==> config.mk <==
export PLATFORM = sky130hd
export DESIGN_NAME = rk4syn_mul
export DESIGN_NICKNAME = d
export VERILOG_FILES = /design/src/rk4syn_mul.sv
export SDC_FILE = /design/constraint.sdc
export NUM_CORES = 2
export LEC_CHECK = 0
export ABC_CLOCK_PERIOD_IN_PS = 9300
export BUFFER_PORTS_ARGS = -buffer_cell sky130_fd_sc_hd__clkbuf_2
export CAP_MARGIN = 25
export CORE_MARGIN = 4
export CORE_UTILIZATION = 35
export DETAILED_ROUTE_END_ITERATION = 10
export GPL_TIMING_DRIVEN = 0
export SLEW_MARGIN = 15
export SYNTH_ARGS = -nofsm -noshare
export SYNTH_HDL_FRONTEND = slang
export SYNTH_SLANG_ARGS = --single-unit
==> constraint.sdc <==
create_clock -name i_clk -period 9.3 [get_ports i_clk]
set_clock_uncertainty 0.15 [all_clocks]
set_input_delay 1.395 -clock i_clk [delete_from_list [all_inputs] [get_ports i_clk]]
set_output_delay 1.395 -clock i_clk [all_outputs]
set_load 0.05 [all_outputs]
==> src/rk4syn_mul.sv <==
module rk4syn_mul #(
    parameter int MA = 25,
    parameter int MB = 22
) (
    input  logic                    i_clk,
    input  logic                    i_en,
    input  logic signed [MA-1:0]    i_a,
    input  logic signed [MB-1:0]    i_b,
    output logic signed [MA+MB-1:0] o_p
);

    logic signed [MA+MB-1:0] r_p;

    // product register, held while idle
    always_ff @(posedge i_clk) begin
        if (i_en) begin
            r_p <= i_a * i_b;
        end
    end

    assign o_p = r_p;

endmodule

== After elaboration in Yosys (flattened, before gate mapping) ==
Index checks and enable logic that the tools add are counted.

* Flip-flop bits (word level): 47
* Bits of input ports: 49
* Output and inout bits: 47
* Word-level logic and storage cells: 2

* Multipliers: 1

{| class="wikitable"
|+ Operator list
! cell !! count
|-
| multiplier 25 x 22 -> 47 bit || 1
|}

== Longest topological paths before layout ==
* Depth in word-level cells: 1
* Depth in mapped cells: 25
* Depth with buffers taken out: 23

== Worst setup path before layout ==
Ideal clock, no wire load.

* Path type: input to register
* From: input i_a[24]
* To: register r_p[46] (netlist: o_p[46]) (data pin)
* Data arrival time: 7.690 ns
* Required time: 8.877 ns
* Path slack: 1.187 ns
* Stages: 23
* Cell sequence: clkbuf_1 -> nand2_1 -> inv_1 -> fa_1 -> fa_1 -> inv_1 -> fa_1 -> inv_1 -> fa_1 -> fa_1 -> fa_1 -> inv_1 -> fa_1 -> inv_1 -> ha_1 -> a21o_1 -> a21o_1 -> a21o_1 -> a21o_2 -> nor3b_2 -> a21oi_4 -> a311oi_1 -> a311oi_2

* Cells in the longest elaborated chain, start to end: 1

{| class="wikitable"
|+ RTL lines
! what !! line !! RTL
|-
| start, declared || 7 || <nowiki>input logic signed [MA-1:0] i_a,</nowiki>
|-
| multiplier 25 x 22 -> 47 bit || 17 || <nowiki>r_p <= i_a * i_b;</nowiki>
|-
| end signal, assigned || 17 ||
|-
| end, declared || 12 || <nowiki>logic signed [MA+MB-1:0] r_p;</nowiki>
|}

Every way passes these cells.
A chain may end at the register's enable or synchronous reset.

== Worst setup path after layout ==
* From: input i_b[13]
* To: register r_p[45] (netlist: o_p[45]) (data pin)

* Cells in the longest elaborated chain, start to end: 1

{| class="wikitable"
|+ RTL lines
! what !! line !! RTL
|-
| start, declared || 8 || <nowiki>input logic signed [MB-1:0] i_b,</nowiki>
|-
| multiplier 25 x 22 -> 47 bit || 17 ||
|}

Every way passes these cells.

==> flow_metrics.py <==
metrics = {
    "status": {
        "status": "completed",
    },
    "cells_and_area": {
        "layout-drive-gt1-share": 0.0515,
        "fin_nets": 3119,
        "final_common_cell": "inv_1",
        "final_cell_mix": "inv_1, fa_1, nand2_1",
        "largest_reg_flops": 47,
        "fillers": 6131,
        "area_growth_pct": 7.56,
    },
    "floorplan": {
        "die_y_um": 256,
        "core_area_mm2": 0.0606,
        "fp-row-count": 90,
        "start_util": 0.354,
        "die_w_um": 256,
        "die_area_mm2": 0.0654,
        "io_pins": 96,
    },
    "synth": {
        "synth-edff-count": 47,
        "synth_cells": 2271,
        "syn_area_per_cell_um2": 9.46,
        "synth.distinct_cells": 59,
        "yosysWarnings": 0,
        "synth-seq-cells": 47,
        "synthArstFlopShare": 0,
        "synth_fp_nets": 3022,
        "synth_seq_area_share": 0.0657,
        "syn_area_mm2": 0.0215,
        "ys.flop_type": "edfxtp_1",
    },
    "placement": {
        "place_congestion": 0.969,
        "port_buffers": 89,
        "post-dp-hpwl_mm": 54.9,
    },
    "setup_path": {
        "cp_max_fo": 10,
        "cp-end-kind": "flop",
        "path_cells": "clkbuf_1, buf_1, nand2_1, fa_1, inv_1, fa_1, inv_1, fa_1, inv_1, fa_1, fa_1, fa_1, inv_1, fa_1, inv_1, ha_1, a211oi_1, o21bai_1, o311ai_1, a21oi_1, o21ai_1, a21oi_1, a31o_1, a211o_1",
        "crit_required_ns": 9.21,
        "cp_data_arrival_time_ns": 8.98,
        "crit_slowest_cell": "buf_1",
        "startpoint_type": "input pin",
        "path_class": "in -> reg",
        "cpMostUsedCell": "fa_1",
        "slowest_delay_ns": 0.69,
    },
    "timing": {
        "fmax_mhz": 110,
        "tightest_slew_ns": 0.956,
        "finalCriticalPeriod_ns": 9.08,
        "rsz0062_at_grt": "false",
        "setup_viol": 0,
        "fin_crit_sh": 0.976,
        "hold_violations": 0,
        "slew_violations": 0,
        "hold-worst-slack_ns": 1.35,
        "slew_headroom": 0.363,
    },
    "clock_network": {
        "path_clk_slew_ns": 0.07,
        "cts_buffers": 5,
        "htreeDepth": 2,
        "clock-sinks": 47,
        "root_buffer": "clkbuf_16",
        "cts_max_path_buffers": 2,
        "postCtsSetupRepairBufs": 0,
        "cts_tree": "built",
    },
    "detailed_routing": {
        "wl_per_cell_um": 20.2,
        "routed-via-count": 15800,
        "drcViolationCount": 0,
        "wl_mm": 63.7,
        "first_pass_iters": 8,
        "viasPerCell": 5.00,
        "antenna_left": 0,
        "drtIter0Drc": 1121,
    },
    "grt": {
        "antenna_found_initial": 1,
        "grt_pass1_wl_mm": 98.8,
        "grt_pass1_vias": 17200,
        "grt_usage": 0.198,
        "gr-total-overflow": 0,
        "grt_start_max_net_pins": 27,
    },
    "job": {
        "drv_cap": 0,
    },
    "min_path": {
        "hold_path_class": "in -> reg",
    },
}
[synth_stat cells, types with 2 or more instances]
| library cell | count | area, um2 |
|---|---|---|
| a211oi_1 | 5 | 37.5 |
| a21bo_2 | 2 | 20.0 |
| a21boi_0 | 2 | 15.0 |
| a21o_1 | 12 | 90.1 |
| a21o_2 | 2 | 17.5 |
| a21oi_1 | 42 | 210 |
| a21oi_2 | 2 | 17.5 |
| a311oi_1 | 2 | 17.5 |
| and2_1 | 225 | 1410 |
| and3_2 | 3 | 22.5 |
| and3b_1 | 2 | 17.5 |
| clkbuf_1 | 100 | 375 |
| clkbuf_2 | 2 | 10.0 |
| edfxtp_1 | 47 | 1410 |
| fa_1 | 561 | 11200 |
| ha_1 | 141 | 1760 |
| inv_1 | 592 | 2220 |
| nand2_1 | 327 | 1230 |
| nand2b_1 | 12 | 75.1 |
| nand3_1 | 6 | 30.0 |
| nand4_1 | 6 | 37.5 |
| nor2_1 | 43 | 161 |
| nor2b_1 | 7 | 43.8 |
| nor3_1 | 8 | 40.0 |
| o211ai_1 | 4 | 30.0 |
| o21a_1 | 6 | 45.0 |
| o21ai_0 | 21 | 105 |
| o21ai_1 | 3 | 15.0 |
| o21bai_1 | 7 | 52.6 |
| o22ai_1 | 2 | 12.5 |
| o311ai_1 | 2 | 17.5 |
| o31ai_1 | 2 | 15.0 |
| or3_1 | 2 | 12.5 |
| xnor2_1 | 33 | 289 |
| xor2_1 | 14 | 123 |
[per-stage QoR]
step / std cells / setup TNS [ns] / instance area [um2] / util / setup WS [ns]
2_1_floorplan: 2271 / 0 / 21500 / - / 1.19
3_3_place_gp: 3142 / -0.0113 / 22900 / 0.378 / -0.0113
3_5_place_dp: 3143 / -0.0466 / 22900 / 0.378 / -0.0466
4_1_cts: 3151 / 0 / 23100 / 0.381 / 0.244
5_1_grt: 3151 / 0 / 23100 / 0.381 / 0.00556
6_report: 3153 / 0 / 23100 / 0.381 / 0.223
[per-layer routing]
| metal | GRT usage | part of all wire | vias up |
|---|---|---|---|
| met5 | 0 | 0 | - |
| met4 | 0.0667 | 0.040 | 0 |
| met3 | 0.0325 | 0.084 | 106 |
| met2 | 0.346 | 0.50 | 640 |
| met1 | 0.249 | 0.37 | 8271 |
| li1 | - | - | 6747 |
[final timing paths]
check  slack (ns)  endpoint     from  cells past startpoint
min          1.35    o_p[0]   i_b[0]                      2
max          0.22   o_p[45]  i_b[13]                     24
[critical path: cells and delay by family]
kind,cells,cell delay [ns]
simple gates,1,0.17
compound gates,8,2.13
buf+inv,7,1.44
fa+ha+maj,8,3.83
[timing repair]
| action | CTS | global route |
|---|---|---|
| setup endpoints to repair | 0 | 4 |
| hold buffers | 0 | 0 |
| resized for setup | 0 | 6 |
[cells by family (layout without fill, tap and decap cells)]
| kind of cell | count (synthesis) | in the layout | synth area share |
|---|---|---|---|
| adder cells (fa/ha/maj) | 702 | 702 | 0.605 |
| other | 0 | 2 | 0 |
| AND/OR/NAND/NOR | 650 | 650 | 0.147 |
| XOR/XNOR | 47 | 47 | 0.0192 |
| flip-flops | 47 | 47 | 0.0657 |
| AO/OA/AOI/OAI | 130 | 130 | 0.0407 |
| buffers and inverters | 695 | 793 | 0.122 |
[final cells by class]
type	count	area, um2	area share
Tap cell	782	978	0.0424
Clock inverter	3	46.3	0.00200
Antenna cell	2	5.00	0.000217
Timing Repair Buffer	90	465	0.0202
Sequential cell	47	1410	0.0611
Multi-Input combinational cell	1529	17400	0.755
Buffer	103	399	0.0173
Inverter	592	2220	0.0962
Clock buffer	5	125	0.00542
Power is not shown: default switching activity piles up to over one toggle a cycle in this logic, so the estimate is an artifact.
