===== config.mk =====
export PLATFORM = sky130hd
export DESIGN_NAME = rk4syn_apb
export DESIGN_NICKNAME = d
export VERILOG_FILES = /design/src/rk4syn_pkg.sv /design/src/rk4syn_apb.sv
export SDC_FILE = /design/constraint.sdc
export NUM_CORES = 1
export LEC_CHECK = 0
export BUFFER_PORTS_ARGS = -buffer_cell sky130_fd_sc_hd__buf_2
export CORE_MARGIN = 5
export CORE_UTILIZATION = 50
export CTS_BUF_LIST = sky130_fd_sc_hd__clkbuf_8
export DETAILED_ROUTE_END_ITERATION = 10
export GPL_ROUTABILITY_DRIVEN = 0
export GPL_TIMING_DRIVEN = 0
export PLACE_DENSITY = 0.83
export SYNTH_ARGS = -nofsm -noshare
export SYNTH_HDL_FRONTEND = slang
export SYNTH_SLANG_ARGS = --single-unit

===== constraint.sdc =====
create_clock -name i_clk -period 1.55 [get_ports i_clk]
set_input_delay 0.31 -clock i_clk [delete_from_list [all_inputs] [get_ports i_clk]]
set_output_delay 0.31 -clock i_clk [all_outputs]
set_load 0.005 [all_outputs]

===== src/rk4syn_pkg.sv =====
package rk4syn_pkg;

    // fraction bits of the internal stage values
    localparam int FRAC_BITS_DEF = 16;

    // field widths
    localparam int TIME_W  = 32;
    localparam int FRAC_W  = 16;
    localparam int COND_W  = 24;
    localparam int DT_W    = 16;

    // configuration port
    localparam int APB_AW  = 4;
    localparam int APB_DW  = 32;

    // register reset values
    localparam logic [COND_W-1:0] PEAK_RST = 24'd65536;
    localparam logic [DT_W-1:0]   DT_RST   = 16'd3277;
    localparam logic [TIME_W-1:0] FAT_RST  = 32'd0;

    // transmitter window, 0.3 ms in Q16.16
    localparam int WINDOW_Q16 = 19661;
    localparam int COND_MAX   = 16777215;

    // floor division by three through a reciprocal
    localparam int RECIP_SHIFT = 22;
    localparam int RECIP       = (1 << RECIP_SHIFT) / 3;
    localparam int Z_W         = 20;
    localparam int Q_W         = 18;
    localparam int Z_OFFSET    = 3 * (1 << 17);
    localparam int Q_BIAS      = 1 << 17;

    typedef enum logic [1:0] {
        REG_PEAK = 2'd0,
        REG_DT   = 2'd1,
        REG_FAT  = 2'd2
    } t_reg_idx;

    typedef struct packed {
        logic [COND_W-1:0] peak;
        logic [DT_W-1:0]   dt;
        logic [TIME_W-1:0] fat;
        logic              fat_wr;
    } t_cfg;

endpackage


===== src/rk4syn_apb.sv =====
module rk4syn_apb (
    input  logic                          i_clk,
    input  logic                          i_rst_n,
    input  logic                          psel,
    input  logic                          penable,
    input  logic                          pwrite,
    input  logic [rk4syn_pkg::APB_AW-1:0] paddr,
    input  logic [rk4syn_pkg::APB_DW-1:0] pwdata,
    output logic [rk4syn_pkg::APB_DW-1:0] prdata,
    output logic                          pready,
    output rk4syn_pkg::t_cfg              o_cfg
);
    import rk4syn_pkg::*;

    logic [COND_W-1:0] r_peak;
    logic [DT_W-1:0]   r_dt;
    logic [TIME_W-1:0] r_fat;
    logic              wr_en;
    logic [1:0]        idx;

    assign pready = 1'b1;
    assign wr_en  = psel & penable & pwrite;
    assign idx    = paddr[3:2];

    always_ff @(posedge i_clk) begin
        if (!i_rst_n) begin
            r_peak <= PEAK_RST;
            r_dt   <= DT_RST;
            r_fat  <= FAT_RST;
        end else begin
            if (wr_en) begin
                unique case (idx)
                    REG_PEAK: r_peak <= pwdata[COND_W-1:0];
                    REG_DT:   r_dt   <= pwdata[DT_W-1:0];
                    REG_FAT:  r_fat  <= pwdata[TIME_W-1:0];
                    default: ;
                endcase
            end
        end
    end

    always_comb begin
        unique case (idx)
            REG_PEAK: prdata = {{(APB_DW-COND_W){1'b0}}, r_peak};
            REG_DT:   prdata = {{(APB_DW-DT_W){1'b0}}, r_dt};
            REG_FAT:  prdata = r_fat;
            default:  prdata = '0;
        endcase
    end

    // activation time load fires at the write edge, with the written value
    assign o_cfg.peak   = r_peak;
    assign o_cfg.dt     = r_dt;
    assign o_cfg.fat    = pwdata[TIME_W-1:0];
    assign o_cfg.fat_wr = wr_en && (idx == REG_FAT);

endmodule


* Word level (Yosys, flattened, before mapping)
Cells that the tools add are included.
** Word-level totals
- Bits in registers :: 72
- Input bits :: 41
- Output and inout port bits :: 106
** Operators by class
- Equality and inequality tests :: 2
- Mux-type cells :: 1
- Bitwise gates (word level) :: 2
- Reductions and logical operators :: 5
** Operator list (number)
- 32-bit one-hot mux with 3 select lines :: 1
- 2-bit AND reduction :: 3
- 1-bit bitwise AND :: 2
- 2-bit by 1-bit equality test with 1-bit output, second input constant :: 1
- 2-bit equality test, second input constant :: 1
- 2-bit zero test :: 1
- 1-bit logical AND :: 1

* Longest topological paths before layout
- Depth in word-level cells :: 3
- Gate-level depth with buffers :: 5
- Gate-level depth less buffers :: 3

* Worst setup path after synthesis
No wires, ideal clock.
- Path kind :: input-to-output
- From :: input port paddr[3] (netlist name)
- To :: output port prdata[0] (netlist name)
- Arrival :: 1.014 ns
- Required time :: 1.240 ns
- Setup slack :: 0.226 ns
- Stages :: 5
- Path buffers :: 2
- Path through :: buf_6 > nor2b_1 > buf_2 > nand2_1 > o21ai_0
** On the way
- Word-level cells in the longest chain between the ends :: 2
** RTL lines
- start, declared :: RTL line rk4syn_apb.sv:7 : input logic [rk4syn_pkg::APB_AW-1:0] paddr,
- 2-bit equality test (tied with other cells) :: RTL line rk4syn_apb.sv:43 : unique case (idx)
- 32-bit one-hot mux with 3 select lines * :: RTL line rk4syn_apb.sv:43
- end, declared :: RTL line rk4syn_apb.sv:9 : output logic [rk4syn_pkg::APB_DW-1:0] prdata,
Every way passes the cells marked *; elsewhere a longest branch is shown, timed or not.

* Final worst setup path
- From :: input port paddr[3] (netlist name)
- To :: output port prdata[14] (netlist name)
Same word-level chain as after synthesis.

==> out/results.ini <==
[outcome]
status=finished, final reports clean

[setup_path]
cp.arrival_ns=1.20
criticalPathCategory=in2out
cp_cell_sequence=buf_6 -> nor2b_4 -> buf_4 -> nand2_1 -> o21ai_0 -> buf_2
slowest_stage=nor2b_4
cp.required_ns=1.24
cp-start-kind=input port
slowest_delay_ns=0.21
cp_max_fo=10
crit_path_end_kind=output port

[routing]
routed_via_density=4.96
vias=3224
drtAntennaViolNets=0
first_iter_violations=159
firstDrtPassIters=4
drc_errors=0
wirelength_um=10200
post_drt_wl_per_cell_um=15.7

[synth]
synth.area.top_cells=dfxtp_1 40%, mux2i_1 27%, nand2_1 12%, buf_4 7.3%, nor2b_1 3.0%
synth_nets=436
seq_area_frac_synth=0.402
muxShareOfSynthArea=0.268
yosysTopAreaCell=dfxtp_1
yosysMostFrequentCell=nand2_1
netlist_area_um2=3590
synth_edf_count=0
synthAdderAreaFrac=0
synthFlopType=dfxtp_1
ys_seq_elements=72
synth_compound_area_frac=0.0223
synth.distinct_cells=17
yosys.area.top_type_share=0.402
async_flop_share=0
synth_top_family_by_area=multiplexers
yosysWarningCount=0
synthSimpleGateAreaFrac=0.184
syn_avg_cell_area_um2=9.08
synth_common_cells=112 x nand2_1, 96 x mux2i_1, 72 x dfxtp_1, 35 x buf_4, 17 x nor2b_1
syn_inst=395
synth_xor_area_frac=0

[floorplan]
dieHeight_um=94.7
die_w_um=94.7
fp-row-count=30
core_um2=6870
start_util=0.522
die_area_um2=8970
pin_count=147

[cts]
cts.htree.levels=3
clockBufferDepth=2
path_clk_slew_ns=0.08
clockRootBuffer=clkbuf_8
clock_latency_ns=0.34
cts_tree=done
numCtsBuffers=9
cts_sinks=72

[global_routing]
grt_pass1_vias=3181
antenna_found_initial=0
grt.overflow.total=0
grt_pass1_wl_um=15700
grt_max_degree=14
grt.total_usage=0.228

[timing]
rsz0062_at_grt=false
relSlewSlack=0.614
tns_ns=0
fmax_mhz=663
hold_viol=0
worst-slew-pin-transition_ns=0.579
slew_viol_final=0
setup_violations=0
post-route-period-util=0.974
finalClockSkew_ns=0
layout_min_cycle_time_ns=1.51

[layout]
final_util=0.683
area_growth_pct=30.9
antenna_cells=0
fin_nets=590
drive_above_1_share=0.395

[place]
dp_hpwl_um=7450
port_buffers=140

[job]
maxCapViolCount=0

[power]
power_uw=4050
leakagePower_uw=0.00214
p_per_area_nw_per_um2=862
ir_worst_vdd_v=0.000598

[worst_hold_path]
hold_path.class=in2reg

## where the power goes
group / internal, uW / total, uW / switching (uW) / leakage (uW)
Combinational: 230 / 476 / 245 / 0.00145
Sequential: 1870 / 1890 / 15.6 / 0.000582
Clock: 955 / 1680 / 727 / 0.000105
## stage by stage
stage | area (um2) | hold WS (ns) | cells | setup slack, ns
6_report | 4690 | 0.217 | 650 | 0.0408
5_1_grt | 4690 | 0.216 | 650 | 0.000878
4_1_cts | 4660 | 0.215 | 647 | 0.0139
3_5_place_dp | 4410 | 0.449 | 631 | -0.194
3_3_place_gp | 4410 | 0.438 | 631 | -0.202
2_1_floorplan | 3590 | 0.430 | 395 | 0.226
## cells by family (layout without fill, tap and decap cells)
group	Yosys count	after routing
buffers and inverters	61	220
flip-flops	72	72
multiplexers	96	96
AO/OA/AOI/OAI	16	16
other	1	1
AND/OR/NAND/NOR	149	149
## cells in the final DEF, fill, tap and decap left out, drive strengths merged
cell and count:
nor3 1, clkinvlp 3, buf 197, nand3 1, clkbuf 17, mux2i 96, inv 1, o21ai 16
bufinv 2, conb 1, nor2 8, nor3b 2, dfxtp 72, nor2b 17, and2 8, nand2 112
## area by class of cell
cell class	count	area [um2]
multi-input cells	262	1710
clock buffers	10	138
clock inverters	6	91.3
repair buffers	143	723
plain buffers	61	470
flip-flops and latches	72	1440
fillers	559	2170
well taps	96	120
## routing by layer
layer / global-route usage / vias up / wire length (um)
met4: 0.0841 / 0 / 150
met3: 0.0590 / 18 / 794
met1: 0.260 / 1519 / 4110
li1: - / 1568 / -
met5: 0 / - / 0
met2: 0.405 / 119 / 5150
## critical path, delay by kind of cell
family                 cells  cell delay, ns
and+or+nand+nor            2            0.28
buffers and inverters      3            0.50
AOI/OAI and AO/OA          1            0.10
## timing repair
item	in CTS	in global routing
gates resized for setup	7	8
buffers inserted	0	3
setup endpoints to repair	21	10
hold buffers	0	0
pin swaps	0	1
## flip-flops by register name (all words and copies together), names as in the netlist
| name | flops |
|---|---|
| r_peak | 24 |
| r_fat | 32 |
| r_dt | 16 |
## path summary, 6_finish.rpt
kind / cells past startpoint / to / from / slack, ns
setup / recovery: 6 / prdata[14] / paddr[3] / 0.04
hold / removal: 3 / r_fat[25]$_SDFFE_PN0P_ / pwdata[25] / 0.22
setup reg to reg: 2 / r_fat[27]$_SDFFE_PN0P_ / r_fat[27]$_SDFFE_PN0P_ / 0.83
hold reg to reg: 2 / r_fat[24]$_SDFFE_PN0P_ / r_fat[24]$_SDFFE_PN0P_ / 0.46
No activity file was read; power rests on OpenSTA's default activity.
